<file path="src/rtl/floor_call_scheduler_top_defines.svh">
// Assertion macros shared by the scheduler RTL.
// No dependencies.
`ifndef FLOOR_CALL_SCHEDULER_TOP_DEFINES_SVH
`define FLOOR_CALL_SCHEDULER_TOP_DEFINES_SVH

// Implication checked on every clock edge outside reset.
`define FCS_ASSERT_IMP(label, clk, rst, ante, cons, msg) \
  label: assert property (@(posedge clk) disable iff (rst) (ante) |-> (cons)) else $error(msg);

// Implication whose consequent is checked in the cycle after the antecedent.
`define FCS_ASSERT_NEXT(label, clk, rst, ante, cons, msg) \
  label: assert property (@(posedge clk) disable iff (rst) (ante) |=> (cons)) else $error(msg);

`endif

</file>
<file path="src/rtl/fcs_pkg.sv">
// Types and constants for the floor call scheduler.
// No dependencies.
package fcs_pkg;

  localparam int unsigned TRAVEL_BITS = 12;
  localparam logic [TRAVEL_BITS-1:0] TRAVEL_MAX = '1;

  localparam logic [1:0] MODE_ARRIVAL = 2'd0;
  localparam logic [1:0] MODE_SCAN    = 2'd1;
  localparam logic [1:0] MODE_NEAREST = 2'd2;

  localparam logic [1:0] DIR_STOP = 2'd0;
  localparam logic [1:0] DIR_UP   = 2'd1;
  localparam logic [1:0] DIR_DOWN = 2'd2;

  localparam logic REQ_ADD = 1'b0;
  localparam logic REQ_RUN = 1'b1;

  // Controller to datapath.
  typedef struct packed {
    logic add_call;   // append the request floor
    logic run_init;   // clear marks and travel, latch start floor
    logic scan_start; // begin a search pass
    logic scan_step;  // examine one stored call
    logic serve;      // serve the chosen call and emit a result
    logic empty_out;  // emit the empty-run result
  } fcs_cmd_t;

  // Datapath to controller.
  typedef struct packed {
    logic no_calls;
    logic scan_done;
    logic run_done;
  } fcs_stat_t;

endpackage

</file>
<file path="src/rtl/floor_call_scheduler_top.sv">
// Top level of the floor call scheduler: register port, controller, datapath.
// Depends on fcs_pkg, fcs_ctrl and fcs_datapath.
//
// Usage: raise start with req_type and call_floor while busy is low.
// An add (req_type 0) stores call_floor and gives no result;
// adds beyond MAX_CALLS are dropped. A run (req_type 1) serves every stored
// call in the order set by schedule_mode (APB register at address 0) and
// emits one result per call, each marked by done for a single cycle; the
// last carries is_last and total_travel. A run with no calls gives one
// result flagged empty_run by way of the ST_EMPTY state.
// Each served call takes one search pass over the store, which reads one
// stored call at a time through the single read port of the store; the
// SCAN mode may take a second pass. busy stays high over the whole run.
// Results cannot be stalled. Reset clears the call count, the car floor
// (to 0) and the mode; stored floors need no clearing.
// Write schedule_mode only while busy is low.
module floor_call_scheduler_top import fcs_pkg::*; #(
  parameter int unsigned MAX_CALLS  = 16,
  parameter int unsigned FLOOR_BITS = 8
) (
  input  logic        clk,
  input  logic        rst,
  input  logic        psel,
  input  logic        penable,
  input  logic        pwrite,
  input  logic [1:0]  paddr,
  input  logic [31:0] pwdata,
  output logic [31:0] prdata,
  output logic        pready,
  input  logic        start,
  output logic        busy,
  input  logic        req_type,
  input  logic [7:0]  call_floor,
  output logic        done,
  output logic [7:0]  served_floor,
  output logic [1:0]  direction,
  output logic [11:0] total_travel,
  output logic        is_last,
  output logic        empty_run
);

  logic [1:0] schedule_mode;
  fcs_cmd_t   cmd;
  fcs_stat_t  stat;

  assign pready = 1'b1;
  assign prdata = (paddr == 2'd0) ? {30'd0, schedule_mode} : 32'd0;

  always_ff @(posedge clk) begin
    if (rst)
      schedule_mode <= MODE_ARRIVAL;
    else if (psel && penable && pwrite && paddr == 2'd0)
      schedule_mode <= pwdata[1:0];
  end

  fcs_ctrl u_ctrl (
    .clk(clk), .rst(rst), .start(start), .req_type(req_type),
    .stat(stat), .cmd(cmd), .busy(busy)
  );

  fcs_datapath #(.MAX_CALLS(MAX_CALLS), .FLOOR_BITS(FLOOR_BITS)) u_dp (
    .clk(clk), .rst(rst), .schedule_mode(schedule_mode), .call_floor(call_floor),
    .cmd(cmd), .stat(stat), .result_valid(done), .served_floor(served_floor),
    .direction(direction), .total_travel(total_travel), .is_last(is_last),
    .empty_run(empty_run)
  );

endmodule

</file>
<file path="src/rtl/fcs_datapath.sv">
// Datapath of the floor call scheduler: call store, search unit, car state.
// Depends on fcs_pkg and the assertion macro header.
`include "floor_call_scheduler_top_defines.svh"

module fcs_datapath import fcs_pkg::*; #(
  parameter int unsigned MAX_CALLS  = 16,
  parameter int unsigned FLOOR_BITS = 8
) (
  input  logic                   clk,
  input  logic                   rst,
  input  logic [1:0]             schedule_mode,
  input  logic [7:0]             call_floor,
  input  fcs_cmd_t               cmd,
  output fcs_stat_t              stat,
  output logic                   result_valid,
  output logic [7:0]             served_floor,
  output logic [1:0]             direction,
  output logic [TRAVEL_BITS-1:0] total_travel,
  output logic                   is_last,
  output logic                   empty_run
);

  localparam int unsigned IDX_BITS = (MAX_CALLS > 1) ? $clog2(MAX_CALLS) : 1;
  localparam int unsigned CNT_BITS = $clog2(MAX_CALLS + 1);
  localparam int unsigned SUM_BITS = TRAVEL_BITS + FLOOR_BITS;

  logic [FLOOR_BITS-1:0] store [MAX_CALLS];
  logic [CNT_BITS-1:0]   call_total;
  logic [FLOOR_BITS-1:0] car_floor;
  logic [FLOOR_BITS-1:0] start_floor;
  logic [MAX_CALLS-1:0]  served_marks;
  logic [TRAVEL_BITS-1:0] travel_sum;
  logic [CNT_BITS-1:0]   served_cnt;
  logic [CNT_BITS-1:0]   scan_idx;
  logic [IDX_BITS-1:0]   best_idx;
  logic [FLOOR_BITS-1:0] best_floor;
  logic                  found;
  logic                  scan_phase;

  logic [FLOOR_BITS-1:0] cur_floor;
  logic [FLOOR_BITS-1:0] cand_dist;
  logic [FLOOR_BITS-1:0] best_dist;
  logic [FLOOR_BITS-1:0] move_dist;
  logic [SUM_BITS-1:0]   travel_add;
  logic [TRAVEL_BITS-1:0] travel_sat;
  logic                  take;
  logic                  scan_end;
  logic [IDX_BITS-1:0]   rd_idx;

  assign rd_idx    = scan_idx[IDX_BITS-1:0];
  assign cur_floor = store[rd_idx];
  assign cand_dist = (cur_floor > car_floor) ? cur_floor - car_floor : car_floor - cur_floor;
  assign best_dist = (best_floor > car_floor) ? best_floor - car_floor
                                              : car_floor - best_floor;
  assign move_dist = best_dist;
  assign travel_add = SUM_BITS'(travel_sum) + SUM_BITS'(move_dist);
  assign travel_sat = (travel_add > SUM_BITS'(TRAVEL_MAX)) ? TRAVEL_MAX
                                                           : travel_add[TRAVEL_BITS-1:0];

  // Second SCAN pass (downward) takes the largest remaining call.
  always_comb begin
    take = 1'b0;
    if (!served_marks[rd_idx]) begin
      case (schedule_mode)
        MODE_SCAN: begin
          if (!scan_phase)
            take = (cur_floor >= start_floor) && (!found || cur_floor < best_floor);
          else
            take = !found || cur_floor > best_floor;
        end
        MODE_NEAREST: take = !found || cand_dist < best_dist;
        default:      take = !found;
      endcase
    end
  end

  assign scan_end       = (scan_idx == call_total);
  assign stat.no_calls  = (call_total == '0);
  assign stat.scan_done = scan_end && found;
  assign stat.run_done  = (served_cnt == call_total);

  always_ff @(posedge clk) begin
    if (cmd.add_call && call_total != CNT_BITS'(MAX_CALLS))
      store[call_total[IDX_BITS-1:0]] <= FLOOR_BITS'(call_floor);
  end

  always_ff @(posedge clk) begin
    if (rst) begin
      call_total   <= '0;
      car_floor    <= '0;
      served_marks <= '0;
      travel_sum   <= '0;
      served_cnt   <= '0;
      scan_idx     <= '0;
      found        <= 1'b0;
      scan_phase   <= 1'b0;
      result_valid <= 1'b0;
    end else begin
      result_valid <= 1'b0;
      if (cmd.add_call && call_total != CNT_BITS'(MAX_CALLS))
        call_total <= call_total + 1'b1;
      if (cmd.run_init) begin
        served_marks <= '0;
        travel_sum   <= '0;
        served_cnt   <= '0;
        start_floor  <= car_floor;
      end
      if (cmd.scan_start) begin
        scan_idx   <= '0;
        found      <= 1'b0;
        scan_phase <= 1'b0;
      end
      if (cmd.scan_step) begin
        if (scan_end) begin
          // Upward pass empty: restart downward.
          scan_idx   <= '0;
          scan_phase <= 1'b1;
        end else begin
          scan_idx <= scan_idx + 1'b1;
          if (take) begin
            found      <= 1'b1;
            best_idx   <= rd_idx;
            best_floor <= cur_floor;
          end
        end
      end
      if (cmd.serve) begin
        served_marks[best_idx] <= 1'b1;
        served_cnt   <= served_cnt + 1'b1;
        car_floor    <= best_floor;
        travel_sum   <= travel_sat;
        result_valid <= 1'b1;
        served_floor <= 8'(best_floor);
        direction    <= (best_floor > car_floor) ? DIR_UP :
                        (best_floor < car_floor) ? DIR_DOWN : DIR_STOP;
        is_last      <= (served_cnt + 1'b1 == call_total);
        empty_run    <= 1'b0;
        total_travel <= (served_cnt + 1'b1 == call_total) ? travel_sat : '0;
      end
      if (cmd.empty_out) begin
        result_valid <= 1'b1;
        served_floor <= 8'(car_floor);
        direction    <= DIR_STOP;
        total_travel <= '0;
        is_last      <= 1'b1;
        empty_run    <= 1'b1;
      end
    end
  end

  `FCS_ASSERT_IMP(a_total_bound, clk, rst, 1'b1, call_total <= CNT_BITS'(MAX_CALLS),
    "call count beyond store depth")
  `FCS_ASSERT_IMP(a_serve_found, clk, rst, cmd.serve, found,
    "serve without a chosen call")
  `FCS_ASSERT_NEXT(a_serve_marks, clk, rst, cmd.serve, served_marks[$past(best_idx)],
    "served call not marked")

endmodule

</file>
<file path="src/rtl/fcs_ctrl.sv">
// Controller of the floor call scheduler: sequences adds, searches and serves.
// Depends on fcs_pkg and the assertion macro header.
`include "floor_call_scheduler_top_defines.svh"

module fcs_ctrl import fcs_pkg::*; (
  input  logic      clk,
  input  logic      rst,
  input  logic      start,
  input  logic      req_type,
  input  fcs_stat_t stat,
  output fcs_cmd_t  cmd,
  output logic      busy
);

  typedef enum logic [4:0] {
    ST_IDLE  = 5'b00001,
    ST_INIT  = 5'b00010,
    ST_SCAN  = 5'b00100,
    ST_SERVE = 5'b01000,
    ST_EMPTY = 5'b10000
  } state_t;

  state_t state, state_next;
  logic   accept;

  assign accept = start && !busy;
  assign busy   = (state != ST_IDLE);

  always_comb begin
    state_next = state;
    cmd        = '0;
    unique case (state)
      ST_IDLE: begin
        if (accept) begin
          if (req_type == REQ_ADD)
            cmd.add_call = 1'b1;
          else if (stat.no_calls)
            state_next = ST_EMPTY;
          else begin
            cmd.run_init = 1'b1;
            state_next   = ST_INIT;
          end
        end
      end
      ST_INIT: begin
        // Finish once every stored call has been served.
        if (stat.run_done)
          state_next = ST_IDLE;
        else begin
          cmd.scan_start = 1'b1;
          state_next     = ST_SCAN;
        end
      end
      ST_SCAN: begin
        cmd.scan_step = 1'b1;
        if (stat.scan_done) begin
          cmd.scan_step = 1'b0;
          state_next    = ST_SERVE;
        end
      end
      ST_SERVE: begin
        cmd.serve = 1'b1;
        state_next = ST_INIT;
      end
      ST_EMPTY: begin
        cmd.empty_out = 1'b1;
        state_next    = ST_IDLE;
      end
      default: state_next = ST_IDLE;
    endcase
  end

  always_ff @(posedge clk) begin
    if (rst) state <= ST_IDLE;
    else     state <= state_next;
  end

  `FCS_ASSERT_IMP(a_one_cmd, clk, rst, 1'b1, $onehot0(cmd), "more than one command")
  `FCS_ASSERT_NEXT(a_add_idle, clk, rst, cmd.add_call, state == ST_IDLE, "add left idle")

endmodule
</file>
<file path="config.mk">
export PLATFORM = sky130hd
export DESIGN_NAME = floor_call_scheduler_top
export DESIGN_NICKNAME = d
export VERILOG_FILES = /design/src/rtl/fcs_pkg.sv /design/src/rtl/floor_call_scheduler_top.sv /design/src/rtl/fcs_datapath.sv /design/src/rtl/fcs_ctrl.sv
export VERILOG_INCLUDE_DIRS = /design/src /design/src/rtl
export SDC_FILE = /design/constraint.sdc
export NUM_CORES = 1
export LEC_CHECK = 0
export BUFFER_PORTS_ARGS = -buffer_cell sky130_fd_sc_hd__buf_2
export CAP_MARGIN = 0
export CORE_ASPECT_RATIO = 0.7
export CORE_MARGIN = 1
export CORE_UTILIZATION = 55
export DETAILED_ROUTE_END_ITERATION = 6
export PLACE_DENSITY = 0.75
export SLEW_MARGIN = 10
export SYNTH_ARGS = -nofsm -noshare
export SYNTH_HDL_FRONTEND = slang
export SYNTH_HIERARCHICAL = 1
export SYNTH_SLANG_ARGS = --single-unit
</file>
<file path="constraint.sdc">
create_clock -name clk -period 7.8 [get_ports clk]
set_clock_uncertainty 0.2 [all_clocks]
set_input_delay 0.39 -clock clk [delete_from_list [all_inputs] [get_ports clk]]
set_output_delay 0.39 -clock clk [all_outputs]
set_load 0.01 [all_outputs]
</file>
# Word level (Yosys, flattened, before mapping)
# Memory sizes are Yosys's and may differ from the RTL's. A register that Yosys moved wholly into a read port is not among the register bits.
# Cells that the tools add are included.
[totals] reg_bits=105 ram_bits=128 input_bits=49 output_inout_bits=59 word_cells=139 mem_count=1
[classes] n_addsub=8 order_cmp=11 n_eq_ne=15 muxes=60 bitwise=3 reduce_logical=22
[mem_list] memory="u_dp.store" words=16 width=8 rd=1 rd_ports_with_merged_regs=1 write_ports=1 line="fcs_datapath.sv:27" source="logic [FLOOR_BITS-1:0] store [MAX_CALLS];"
[ops] cell="2-to-1 mux 12 bit" n=5
[ops] cell="2-to-1 mux 16 bit" n=3
[ops] cell="2-to-1 mux 5 bit" n=9
[ops] cell="2-to-1 mux 8 bit" n=4
[ops] cell="subtractor 8 bit" n=4
[ops] cell="2-to-1 mux 1 bit" n=26
[ops] cell="> comparator 8 bit" n=3
[ops] cell="less-than comparator 8 bit" n=3
[ops] cell="> comparator 20 x 12 -> 1 bit, second input constant" n=1
[ops] cell="case mux 5 bit (4 select lines)" n=1
[ops] cell="bitwise OR 16 bit" n=1
[ops] cell="adder 5 x 1 -> 5 bit, second input constant" n=3
[ops] cell="equality test 5 bit" n=3
[ops] cell="adder 12 x 8 -> 13 bit" n=1
[ops] cell="2-to-1 mux 2 bit" n=6
[ops] cell="less-than comparator 4 x 5 -> 1 bit, second input constant" n=2
[ops] cell="greater-or-equal comparator 8 bit" n=1
[ops] cell="logical AND 1 bit" n=8
[ops] cell="2-to-1 mux 4 bit" n=2
[ops] cell="nonzero test 2 bit" n=3
[ops] cell="equality test 5 x 1 -> 1 bit, second input constant" n=1
[ops] cell="equality test 5 x 2 -> 1 bit, second input constant" n=1
[ops] cell="equality test 5 x 3 -> 1 bit, second input constant" n=1
[ops] cell="equality test 5 x 4 -> 1 bit, second input constant" n=1
[ops] cell="other kinds (20)" n=26

# Logic depth before layout (Yosys ltp)
# Gate-level depths: netlist of run 1.
[logic_depth] depth_word=9 ltp_mapped=21 depth_no_buf=19

# Cells and area by module
# Netlist of run 1, hierarchy kept.
[modules_own_cells] mod="fcs_datapath" n_inst=1 cells_each=899 area_each_um2=11481.0
[modules_own_cells] mod="floor_call_scheduler_top" n_inst=1 cells_each=45 area_each_um2=357.8
[modules_own_cells] mod="fcs_ctrl" n_inst=1 cells_each=34 area_each_um2=307.8

# Least setup slack after synthesis of run 1
# OpenSTA, ideal clock, no wires.
[synth_timing] path_type="register -> register" start="register (tool-made name)" end="register u_dp.best_floor[0] (enable)" t_arrival_ns=5.338 required_ns=7.215 path_slack_ns=1.878 stages_incl_launch_ff=18 path_buffers=2 path_cell_list="dfxtp_1 > clkbuf_1 > buf_2 > mux4_2 > mux4_2 > ha_1 > a211oi_1 > o21bai_1 > o21ai_2 > mux2_1 > and3_1 > o32a_1 > ha_1 > a21oi_1 > o211ai_1 > a21oi_1 > a211oi_1 > a311oi_2"
[synth_rtl] element="end signal: assignment" line="fcs_datapath.sv:123" source="best_floor <= cur_floor;"
[synth_rtl] element="end: declaration" line="fcs_datapath.sv:36" source="logic [FLOOR_BITS-1:0] best_floor;"

==> results of run 1 <==
## final timing paths
path | start | to | slack (ns) | cells past startpoint
max | flop | u_dp/best_floor[4]$_DFFE_PP_ | 1.21 | 17
min | call_floor[7] | u_dp/store[4][7]$_DFFE_PP_ | 0.04 | 1
max reg2reg | flop | u_dp/best_floor[4]$_DFFE_PP_ | 1.21 | 17
min reg2reg | u_dp/served_marks[13]$_SDFF_PP0_ | u_dp/served_marks[13]$_SDFF_PP0_ | 0.28 | 2
## state kept, by name, summed over array words and instances, names as in the netlist, 8 cells and up, named ones only
signal / count
u_dp/car_floor: 8
u_dp/start_floor: 8
u_dp/store: 128
u_dp/served_floor: 8
u_dp/total_travel: 12
u_dp/best_floor: 8
u_dp/travel_sum: 12
u_dp/served_marks: 16
## cell type report
type	instances	area, µm²	share of cell area
Clock buffer	30	623	0.0470
Clock inverter	14	91.3	0.00688
Inverter	64	240	0.0181
Multi-Input combinational cell	637	5160	0.389
Sequential cell	237	6470	0.487
Tap cell	282	353	0.0266
Timing Repair Buffer	57	335	0.0253
## power by group through the flow
stage	Sequential (W)	Clock, W	Combinational [W]
after floorplan	0.00139	0	0.000105
after global placement	0.00139	0	0.000133
after detailed placement	0.00139	0	0.000137
after CTS	0.00136	0.00107	0.000139
after global routing	0.00136	0.00112	0.000158
final	0.00136	0.00105	0.000140
## layer usage
layer,GRT usage,wire length (µm)
met5,0,0
met4,0.0421,315
met3,0.0330,1740
met2,0.346,11400
met1,0.365,12600
## cell usage after synthesis (all sizes together) (11+ instances only)
library cell	number
edfxtp	172
mux2i	18
nor3	13
buf	41
xor2	11
nor2b	11
a211oi	13
a21o	11
and2	15
ha	69
nand2	35
nand3	20
inv	64
a22oi	15
a21oi	52
xnor2	24
nor3b	11
nor2	85
dfxtp	65
clkbuf	28
mux4	45
o21ai	35
## per-stage QoR
step,instance area [µm²],instances
after floorplan,12300,1007
after global placement,12500,1273
after detailed placement,12500,1273
after CTS,13300,1321
after global routing,13300,1321
final,13300,1321
## kinds of logic (layout without fill, tap and decap cells)
| family | Yosys count | in the layout |
|---|---|---|
| and+or+nand+nor | 243 | 243 |
| AOI/OAI and AO/OA | 185 | 185 |
| buffers and inverters | 133 | 165 |
| xor gates and xnor gates | 35 | 35 |
| adders and majority gates | 74 | 74 |
| muxes | 69 | 69 |
| other | 2 | 31 |
| DFF | 237 | 237 |
## timing repair
action / CTS / global route
setup endpoints to repair: 0 / 0
hold endpoints to repair: 3 / 0
hold buffers: 4 / 0
==> flow_summary_export.csv, run 1 <==
group,metric,value,unit
layout,final_core_util,0.612,
power_and_ir_drop,intPower,0.00198,W
timing,worst_setup_slack_after_layout,1.21,ns
layout,most-common-layout-cells,"172 x edfxtp_1, 83 x nor2_1, 69 x ha_1",
clock_network,cts-root-to-sink-buffers,3,
route,ant_nets,0,
placed_design,dp_hpwl,18100,µm
route,detail_route.first_pass.iterations,7,
critical_path,critical_path.top_delay_family,"compound AO/OA/AOI/OAI gates",
synth,yosys.area_share.xor_xnor,0.0252,
outcome,violated_checks,"design-rule violations",
clock_network,post-cts-setup-buffers,0,
synth,synth_compound_area_frac,0.102,
route,drt_iter0_drc,797,
grt,first_pass_grt_wire_length,41200,µm
layout,syn_to_final_growth,9.23,%
layout,layout-drive-gt1-share,0.146,
synth,synth_fa_ha_area_frac,0.0793,
placed_design,pre_cts_slack,1.28,ns
floorplan,fp.dieArea,0.0227,mm²
layout,nFillCells,1647,
synth,synth_top_cell_by_area,"edfxtp_1",
timing,unrepaired_setup_endpoints_after_global_routing,"false",
clock_network,tritoncts.num_buffers,24,
grt,grt_start_max_net_pins,62,
power_and_ir_drop,post-layout-total-power,0.00255,W
grt,antenna_found_initial,0,
critical_path,startpoint_type,"flop",
flow_run,drv.max_cap_violation_count,0,
route,drt-wirelength-per-cell,19.7,µm
clock_network,cts_tree,"built",
synth,synthSimpleGateAreaFrac,0.103,
clock_network,clk_latency,0.53,ns
synth,synth_sequential_area_ratio,0.532,
power_and_ir_drop,fraction_of_power_consumed_by_sequential_logic,0.533,
route,drt-vias-per-instance,5.98,
timing,setup_viol_count_final,0,
synth,synth_area_leaders,"edfxtp_1 43%, dfxtp_1 11%, mux4_2 7.8%",
placed_design,gp_congestion,0.878,
synth,synth_top_flop_cell,"edfxtp_1",
critical_path,critPathMaxStageDelay,0.60,ns
critical_path,worst_ep_arrival_time,6.62,ns
timing,hold_slack,0.0382,ns
power_and_ir_drop,clock_power_share,0.412,
critical_path,worstPathRequired,7.82,ns
route,route.detailed.drc,10,
timing,post-route-min-period,6.59,ns
synth,combinational_family_with_the_most_area_after_synthesis,"multiplexers",
grt,track_usage,0.232,
synth,post_synth_edffs,172,
timing,finalSetupTns,0,ns
synth,synth_seq_cells,237,
power_and_ir_drop,power_frac_comb,0.055,
route,route.final.wire_length,26000,µm
clock_network,ctsResizeCount,0,
power_and_ir_drop,peakVddDrop,0.000177,V
clock_network,clock-root-buffer,"clkbuf_16",
critical_path,crit_path_max_fanout,22,
clock_network,htree_num_levels,1,
layout,finalNetCount,1144,
route,via_count,7897,
critical_path,timing.critical_path.buf_inv,2,
synth,yosys_warnings,6,
layout,count_of_inserted_antenna_diode_cells,0,
timing,report.final.hold_viol_count,0,
critical_path,endpoint_kind,"flop",
synth,yosysUniqueCellTypes,75,
power_and_ir_drop,power.net_switching,0.000578,W
grt,grt_pass1_vias,7389,
timing,worstMarginPinSlew,1.10,ns
timing,final_min_period_over_clock_period,0.845,
outcome,outcome,"complete, but fails checks",
power_and_ir_drop,netSwitchingFraction,0.226,
floorplan,rows,45,
timing,timing.max_slew.rel_slack,0.260,
timing,report.final.slew_viol_count,0,
clock_network,number_of_clock_sinks,237,
critical_path,criticalPathCategory,"flop to flop",
power_and_ir_drop,cellPowerDensity,193,mW/mm²
layout,layout.cells.most_common,"edfxtp_1",
hold_path,holdCritPathClass,"primary input to flop",
floorplan,floorplan.initialDensity,0.560,
synth,synth_area,0.0121,mm²
placed_design,port-buffer-count,46,
synth,synth.area.mux_share,0.105,
synth,synthDominantCellAreaShare,0.425,
synth,netlist_instances,978,
synth,synthArstFlopShare,0,
floorplan,placeableCoreArea,0.0217,mm²
timing,fmaxAchievable,152,MHz
grt,gr-total-overflow,0,
critical_path,slowest_stage,"a311oi_2",
synth,postSynthAreaPerCell,12.4,µm²
floorplan,io_pins,108,
floorplan,die_h,126,µm
critical_path,crit_path_cell_trace,"buf_12 > mux4_2 > mux4_2 > ha_1 > a211oi_1 > o21bai_1 > o21ai_2 > mux2_1 > and3_1 > o32a_1 > ha_1 > a21oi_1 > o211ai_1 > a21oi_1 > a211oi_1 > a311oi_2 > buf_4",
clock_network,cts.reportedPaths.clkPinSlew,0.06,ns
power_and_ir_drop,total_leakage_power,4.80,nW
floorplan,die_w,180,µm
No activity file was read; power rests on OpenSTA's default activity.
==> run 2, diff against run 1 <==
--- a/config.mk
+++ b/config.mk
@@ -6,13 +6,14 @@
 export SDC_FILE = /design/constraint.sdc
 export NUM_CORES = 1
 export LEC_CHECK = 0
+export ABC_AREA = 1
 export BUFFER_PORTS_ARGS = -buffer_cell sky130_fd_sc_hd__buf_2
 export CAP_MARGIN = 0
 export CORE_ASPECT_RATIO = 0.7
 export CORE_MARGIN = 1
 export CORE_UTILIZATION = 55
 export DETAILED_ROUTE_END_ITERATION = 6
-export PLACE_DENSITY = 0.75
+export PLACE_DENSITY = 0.77
 export SLEW_MARGIN = 10
 export SYNTH_ARGS = -nofsm -noshare
 export SYNTH_HDL_FRONTEND = slang
==> constraint.sdc (replaced) <==
create_clock -name clk -period 5.57 [get_ports clk]
set_clock_uncertainty 0.2 [all_clocks]
set_input_delay 0.2785 -clock clk [delete_from_list [all_inputs] [get_ports clk]]
set_output_delay 0.2785 -clock clk [all_outputs]
set_load 0.01 [all_outputs]
==> flow_summary_export.csv, run 2 <==
group,metric,value,unit
outcome,outcome,"finished clean",
layout,postLayoutCellArea,0.0141,mm²
timing,final_min_period_over_clock_period,0.928,
timing,report.final.slew_viol_count,0,
synth,synthMostInstantiatedCell,"nand2_1",
grt,grt_start_max_net_pins,43,
hold_path,holdCritPathClass,"primary input to flop",
synth,synth_fa_ha_area_frac,0.0757,
synth,post_synth_edffs,172,
clock_network,tritoncts.num_buffers,25,
critical_path,worstPathRequired,5.58,ns
clock_network,htree_num_levels,1,
timing,post-route-min-period,5.17,ns
clock_network,number_of_clock_sinks,237,
floorplan,die_w,184,µm
layout,layout.cells.most_common,"nand2_1",
synth,netlist_instances,1335,
critical_path,critical-path-top-cell-by-count,"nand2_1",
placed_design,dp_hpwl,20200,µm
route,route.final.wire_length,28600,µm
clock_network,clk_latency,0.53,ns
floorplan,floorplan.initialDensity,0.561,
critical_path,critical_path.reg2reg.endpoint,"u_dp/best_floor[7]$_DFFE_PP_",
layout,finalNetCount,1512,
critical_path,critical_path.top_delay_family,"simple AND/OR/NAND/NOR gates",
route,ant_nets,0,
synth,postSynthAreaPerCell,9.54,µm²
layout,most-common-layout-cells,"207 x nand2_1, 172 x edfxtp_1, 164 x inv_1",
route,drt-vias-per-instance,5.50,
critical_path,worst-r2r-setup-slack,0.40,ns
timing,report.final.hold_viol_count,0,
placed_design,gp_congestion,0.936,
timing,setup_viol_count_final,0,
critical_path,worst_ep_arrival_time,5.17,ns
grt,antenna_found_initial,0,
clock_network,cts_tree,"built",
critical_path,slowest_stage,"ha_1",
synth,synthArstFlopShare,0,
synth,synth.cells.most_frequent,"207 x nand2_1, 172 x edfxtp_1, 165 x inv_1",
synth,synth_seq_cells,237,
grt,gr-total-overflow,0,
timing,hold_slack,0.0676,ns
placed_design,port-buffer-count,46,
route,via_count,9437,
layout,layout-drive-gt1-share,0.124,
synth,yosysUniqueCellTypes,53,
layout,largest_reg_flops,128,
layout,count_of_inserted_antenna_diode_cells,0,
critical_path,crit_path_max_fanout,18,
critical_path,r2r_cells,23,
floorplan,placeableCoreArea,0.0227,mm²
grt,track_usage,0.242,
critical_path,timing.critical_path.buf_inv,3,
critical_path,startpoint_type,"flop",
power_and_ir_drop,post-layout-total-power,0.00414,W
layout,nFillCells,1806,
critical_path,critical_path_cell_count,23,
clock_network,cts.reportedPaths.clkPinSlew,0.06,ns
synth,synth_area_leaders,"edfxtp_1 41%, dfxtp_1 10%, ha_1 6.8%",
synth,combinational_family_with_the_most_area_after_synthesis,"simple AND/OR/NAND/NOR gates",
flow_run,drv.max_cap_violation_count,0,
floorplan,die_h,129,µm
floorplan,fp.dieArea,0.0238,mm²
power_and_ir_drop,cellPowerDensity,293,mW/mm²
synth,synthDominantCellAreaShare,0.406,
synth,synth_top_cell_by_area,"edfxtp_1",
critical_path,endpoint_kind,"flop",
critical_path,critPathMaxStageDelay,0.51,ns
synth,yosys.area_share.xor_xnor,0.0261,
synth,yosys_warnings,6,
timing,worstMarginPinSlew,1.15,ns
synth,synthSimpleGateAreaFrac,0.143,
timing,fmaxAchievable,193,MHz
floorplan,io_pins,108,
grt,first_pass_grt_wire_length,45200,µm
grt,grt_pass1_vias,8660,
critical_path,criticalPathCategory,"flop to flop",
synth,synth_sequential_area_ratio,0.508,
clock_network,clock-root-buffer,"clkbuf_16",
route,drt_iter0_drc,1059,
synth,synth_area,0.0127,mm²
route,drt-wirelength-per-cell,16.7,µm
clock_network,cts-root-to-sink-buffers,3,
power_and_ir_drop,total_leakage_power,5.73,nW
layout,syn_to_final_growth,10.8,%
timing,timing.max_slew.rel_slack,0.228,
synth,synth.area.mux_share,0.0252,
critical_path,crit_path_cell_trace,"inv_1 > o21ai_0 > o211ai_1 > nand2_1 > ha_1 > nand2_1 > o21ai_0 > nand2_1 > nand3_1 > xor2_1 > nand2_1 > nand2_1 > inv_1 > ha_1 > nand2_1 > nor2_1 > nand2_1 > nand2_1 > nand2_1 > a21oi_1 > nand2_1 > nand2_1 > clkinvlp_4",
synth,synth_top_flop_cell,"edfxtp_1",
power_and_ir_drop,peakVddDrop,0.000233,V
placed_design,place_area,0.0131,mm²
critical_path,worstSetupEndpoint,"u_dp/best_floor[7]$_DFFE_PP_",
floorplan,rows,46,
route,detail_route.first_pass.iterations,5,
route,route.detailed.drc,0,
synth,synth_compound_area_frac,0.127,
## run 2: cell count changes in the layout (fill, tap and decap cells not counted), sizes merged, moves of 32 or more
cell	before	now
o21ai	35	91
nand2	35	223
a21oi	52	115
mux4	45	0
nor2	85	117
inv	64	182
## run 2: area by class of cell
| class | instances | area (µm²) | area share |
|---|---|---|---|
| Sequential cell | 237 | 6470 | 0.459 |
| Multi-Input combinational cell | 863 | 5190 | 0.368 |
| Clock buffer | 32 | 713 | 0.0506 |
| Inverter | 183 | 693 | 0.0491 |
| Timing Repair Buffer | 79 | 548 | 0.0389 |
| Tap cell | 312 | 390 | 0.0277 |
| Clock inverter | 11 | 103 | 0.00727 |
## run 2: kinds of logic after synthesis
logic type / after synthesis
adders and majority gates: 74
AOI/OAI and AO/OA: 275
DFF: 237
buffers and inverters: 264
xor gates and xnor gates: 38
muxes: 32
and+or+nand+nor: 413
other: 2
## run 2: through the flow
step / worst slack, ns / setup TNS (ns) / utilization / instances
floorplan: 1.46 / 0 / - / 1364
global placement: 0.433 / 0 / 0.578 / 1657
detailed placement: 0.354 / 0 / 0.578 / 1657
CTS: 0.329 / 0 / 0.621 / 1716
global route: -0.0609 / -0.642 / 0.622 / 1717
finish: 0.401 / 0 / 0.622 / 1717
## run 2: report_power, final
group / switching (W) / internal (W) / total [W]
logic: 0.000376 / 0.000174 / 0.000550
registers: 0.0000228 / 0.00194 / 0.00196
clock network: 0.000674 / 0.000953 / 0.00163
## run 2: how the worst min path moves through the flow
stage | startpoint | end | slack [ns] | depth (start not counted)
2_1_floorplan | rst | u_ctrl/state[2]$_SDFFE_PP0P_ | 0.15 | 1
3_3_place_gp | u_dp/served_marks[0]$_SDFF_PP0_ | u_dp/served_marks[0]$_SDFF_PP0_ | 0.25 | 2
3_5_place_dp | u_dp/served_marks[1]$_SDFF_PP0_ | u_dp/served_marks[1]$_SDFF_PP0_ | 0.26 | 2
4_1_cts | start | u_ctrl/state[3]$_SDFFE_PP0P_ | 0.04 | 5
5_1_grt | start | u_ctrl/state[4]$_SDFFE_PP0P_ | 0.11 | 5
6_report | start | u_ctrl/state[3]$_SDFFE_PP0P_ | 0.07 | 5
## run 2: routing by layer
| metal | wire [µm] | part of all wire | track usage |
|---|---|---|---|
| met2 | 12500 | 0.44 | 0.369 |
| met4 | 545 | 0.019 | 0.0588 |
| met3 | 2430 | 0.085 | 0.0441 |
| met1 | 13200 | 0.46 | 0.359 |
| met5 | 0 | 0 | 0 |
## run 2: timing repair
action / CTS / global route
setup buffers: 0 / 1
endpoints found under the hold margin: 145 / 0
gates resized for setup: 0 / 1
hold buffers: 16 / 0
endpoints found under the setup margin: 0 / 12
## run 2: tightest hold or removal path, delay by kind of cell
family | cells | cell delay [ns]
and+or+nand+nor | 4 | 0.40
buffers and inverters | 1 | 0.09
==> run 3, diff against run 2 <==
--- a/config.mk
+++ b/config.mk
@@ -6,14 +6,13 @@
 export SDC_FILE = /design/constraint.sdc
 export NUM_CORES = 1
 export LEC_CHECK = 0
-export ABC_AREA = 1
 export BUFFER_PORTS_ARGS = -buffer_cell sky130_fd_sc_hd__buf_2
 export CAP_MARGIN = 0
 export CORE_ASPECT_RATIO = 0.7
 export CORE_MARGIN = 1
-export CORE_UTILIZATION = 55
+export CORE_UTILIZATION = 54
 export DETAILED_ROUTE_END_ITERATION = 6
-export PLACE_DENSITY = 0.77
+export PLACE_DENSITY = 0.76
 export SLEW_MARGIN = 10
 export SYNTH_ARGS = -nofsm -noshare
 export SYNTH_HDL_FRONTEND = slang
==> flow_summary_export.csv, run 3 (synthesized netlist as in run 1, its figures left out) <==
group,metric,value,unit
route,met2RoutedLength,12400,µm
route,route.final.wire_length,28000,µm
clock_network,clk_latency,0.52,ns
placed_design,gp_congestion,0.911,
power_and_ir_drop,peakVddDrop,0.000314,V
critical_path,worst_ep_arrival_time,5.48,ns
timing,hold_slack,0.0491,ns
critical_path,crit_path_max_fanout,12,
timing,post-route-min-period,5.45,ns
critical_path,startpoint_type,"flop",
critical_path,r2r_cells,17,
route,route.detailed.drc,0,
placed_design,placed_cells_incl_taps,1284,
timing,finalSetupTns,0,ns
layout,combined_area_of_the_multi_input_logic_cells,0.00525,mm²
route,routedLengthMet1,12800,µm
layout,layout-drive-gt1-share,0.189,
power_and_ir_drop,cellPowerDensity,275,mW/mm²
layout,register_area,0.00647,mm²
floorplan,fp.dieArea,0.0231,mm²
grt,grt_pass1_vias,7420,
layout,largest_reg_flops,128,
clock_network,clock-root-buffer,"clkbuf_16",
timing,report.final.slew_viol_count,0,
grt,first_pass_grt_wire_length,41600,µm
clock_network,htree_num_levels,1,
route,drt-wirelength-per-cell,20.5,µm
route,ant_nets,0,
hold_path,whs_path_depth,2,
floorplan,placeableCoreArea,0.0218,mm²
clock_network,cts.reportedPaths.clkPinSlew,0.06,ns
grt,grt_start_max_net_pins,45,
timing,fmaxAchievable,183,MHz
floorplan,die_h,127,µm
clock_network,cts-root-to-sink-buffers,3,
hold_path,worst_hold_path.endpoint,"u_dp/call_total[0]$_SDFFE_PP0P_",
hold_path,hp-start,"rst",
floorplan,io_pins,108,
flow_run,drv.max_cap_violation_count,0,
timing,timing.max_slew.rel_slack,0.203,
timing,final_min_period_over_clock_period,0.979,
critical_path,endpoint_kind,"flop",
layout,layout.cells.most_common,"edfxtp_1",
route,via_count,8114,
critical_path,critical_path.reg2reg.endpoint,"u_dp/best_floor[0]$_DFFE_PP_",
timing,setup_viol_count_final,0,
placed_design,port-buffer-count,46,
timing,report.final.hold_viol_count,0,
floorplan,rows,45,
route,route.top_layer_used,"met4",
timing,worstMarginPinSlew,1.19,ns
power_and_ir_drop,total_leakage_power,5.10,nW
route,drt_iter0_drc,834,
layout,nFillCells,1615,
layout,finalNetCount,1187,
grt,gr-total-overflow,0,
route,routed-wl-met3,2100,µm
clock_network,number_of_clock_sinks,237,
clock_network,tritoncts.num_buffers,24,
layout,count_of_inserted_antenna_diode_cells,0,
route,detail_route.first_pass.iterations,5,
floorplan,floorplan.initialDensity,0.556,
layout,final_cells,1364,
hold_path,holdCritPathClass,"primary input to flop",
outcome,outcome,"finished clean",
layout,syn_to_final_growth,14.3,%
placed_design,dp_hpwl,18500,µm
floorplan,die_w,181,µm
grt,antenna_found_initial,0,
layout,most-common-layout-cells,"172 x edfxtp_1, 83 x nor2_1, 64 x dfxtp_1, 64 x ha_1, 60 x inv_1",
grt,track_usage,0.234,
critical_path,worst-r2r-setup-slack,0.12,ns
clock_network,cts_tree,"built",
critical_path,criticalPathCategory,"flop to flop",
route,drt-vias-per-instance,5.95,
critical_path,worstPathRequired,5.59,ns
## run 3: cell type report
class	count	share of cell area
flip-flops and latches	237	0.466
repair buffers	100	0.0534
well taps	282	0.0254
clock buffers	33	0.0494
multi-input cells	637	0.378
inverters	64	0.0173
clock inverters	11	0.0103
## run 3: how the worst max path moves through the flow
stage          start                           end  slack, ns  cells past startpoint
2_1_floorplan   flop  u_dp/best_floor[0]$_DFFE_PP_       0.06                     17
3_3_place_gp    flop    u_dp/best_idx[2]$_DFFE_PP_       0.13                     20
3_5_place_dp    flop    u_dp/best_idx[2]$_DFFE_PP_       0.06                     20
4_1_cts         flop  u_dp/best_floor[3]$_DFFE_PP_       0.02                     21
5_1_grt         flop  u_dp/best_floor[1]$_DFFE_PP_      -0.09                     18
6_report        flop  u_dp/best_floor[0]$_DFFE_PP_       0.12                     17
## run 3: report_power, final
part	switching [W]	internal, W
clock network	0.000676	0.00100
logic	0.000141	0.0000897
registers	0.00000712	0.00190
total	0.000825	0.00299
## run 3: metrics by stage
stage,worst slack (ns),total power [W],instance area (µm²),utilization
after CTS,0.0226,0.00381,13600,0.623
final,0.116,0.00382,13900,0.636
after floorplan,0.0645,0.00209,12300,-
after detailed placement,0.0554,0.00214,12600,0.578
after global routing,-0.0890,0.00393,13900,0.636
after global placement,0.126,0.00213,12600,0.578
## run 3: critical path, stage by stage, from the launching register on
cell and delay, ns:
dfxtp_4 0.41, buf_12 0.17, mux4_2 0.54, mux4_2 0.56, ha_2 0.43, nand4_1 0.21
a21oi_2 0.29, o21ai_2 0.10, mux2_1 0.33, and3_1 0.17, o32a_1 0.33, ha_1 0.31
a21oi_2 0.13, o211ai_1 0.12, a21oi_2 0.17, nor2_1 0.10, a311oi_4 0.37, buf_6 0.20
## run 3: what timing repair did
item,CTS,global route
endpoints found under the hold margin,132,0
hold buffers,14,0
setup buffers,0,20
gates resized for setup,0,25
setup endpoints to repair,0,13
## run 3: routing by layer
layer / up-vias / GRT usage
li1: 3756 / -
met1: 3960 / 0.362
met2: 342 / 0.348
met3: 56 / 0.0325
met4: 0 / 0.0573
met5: - / 0
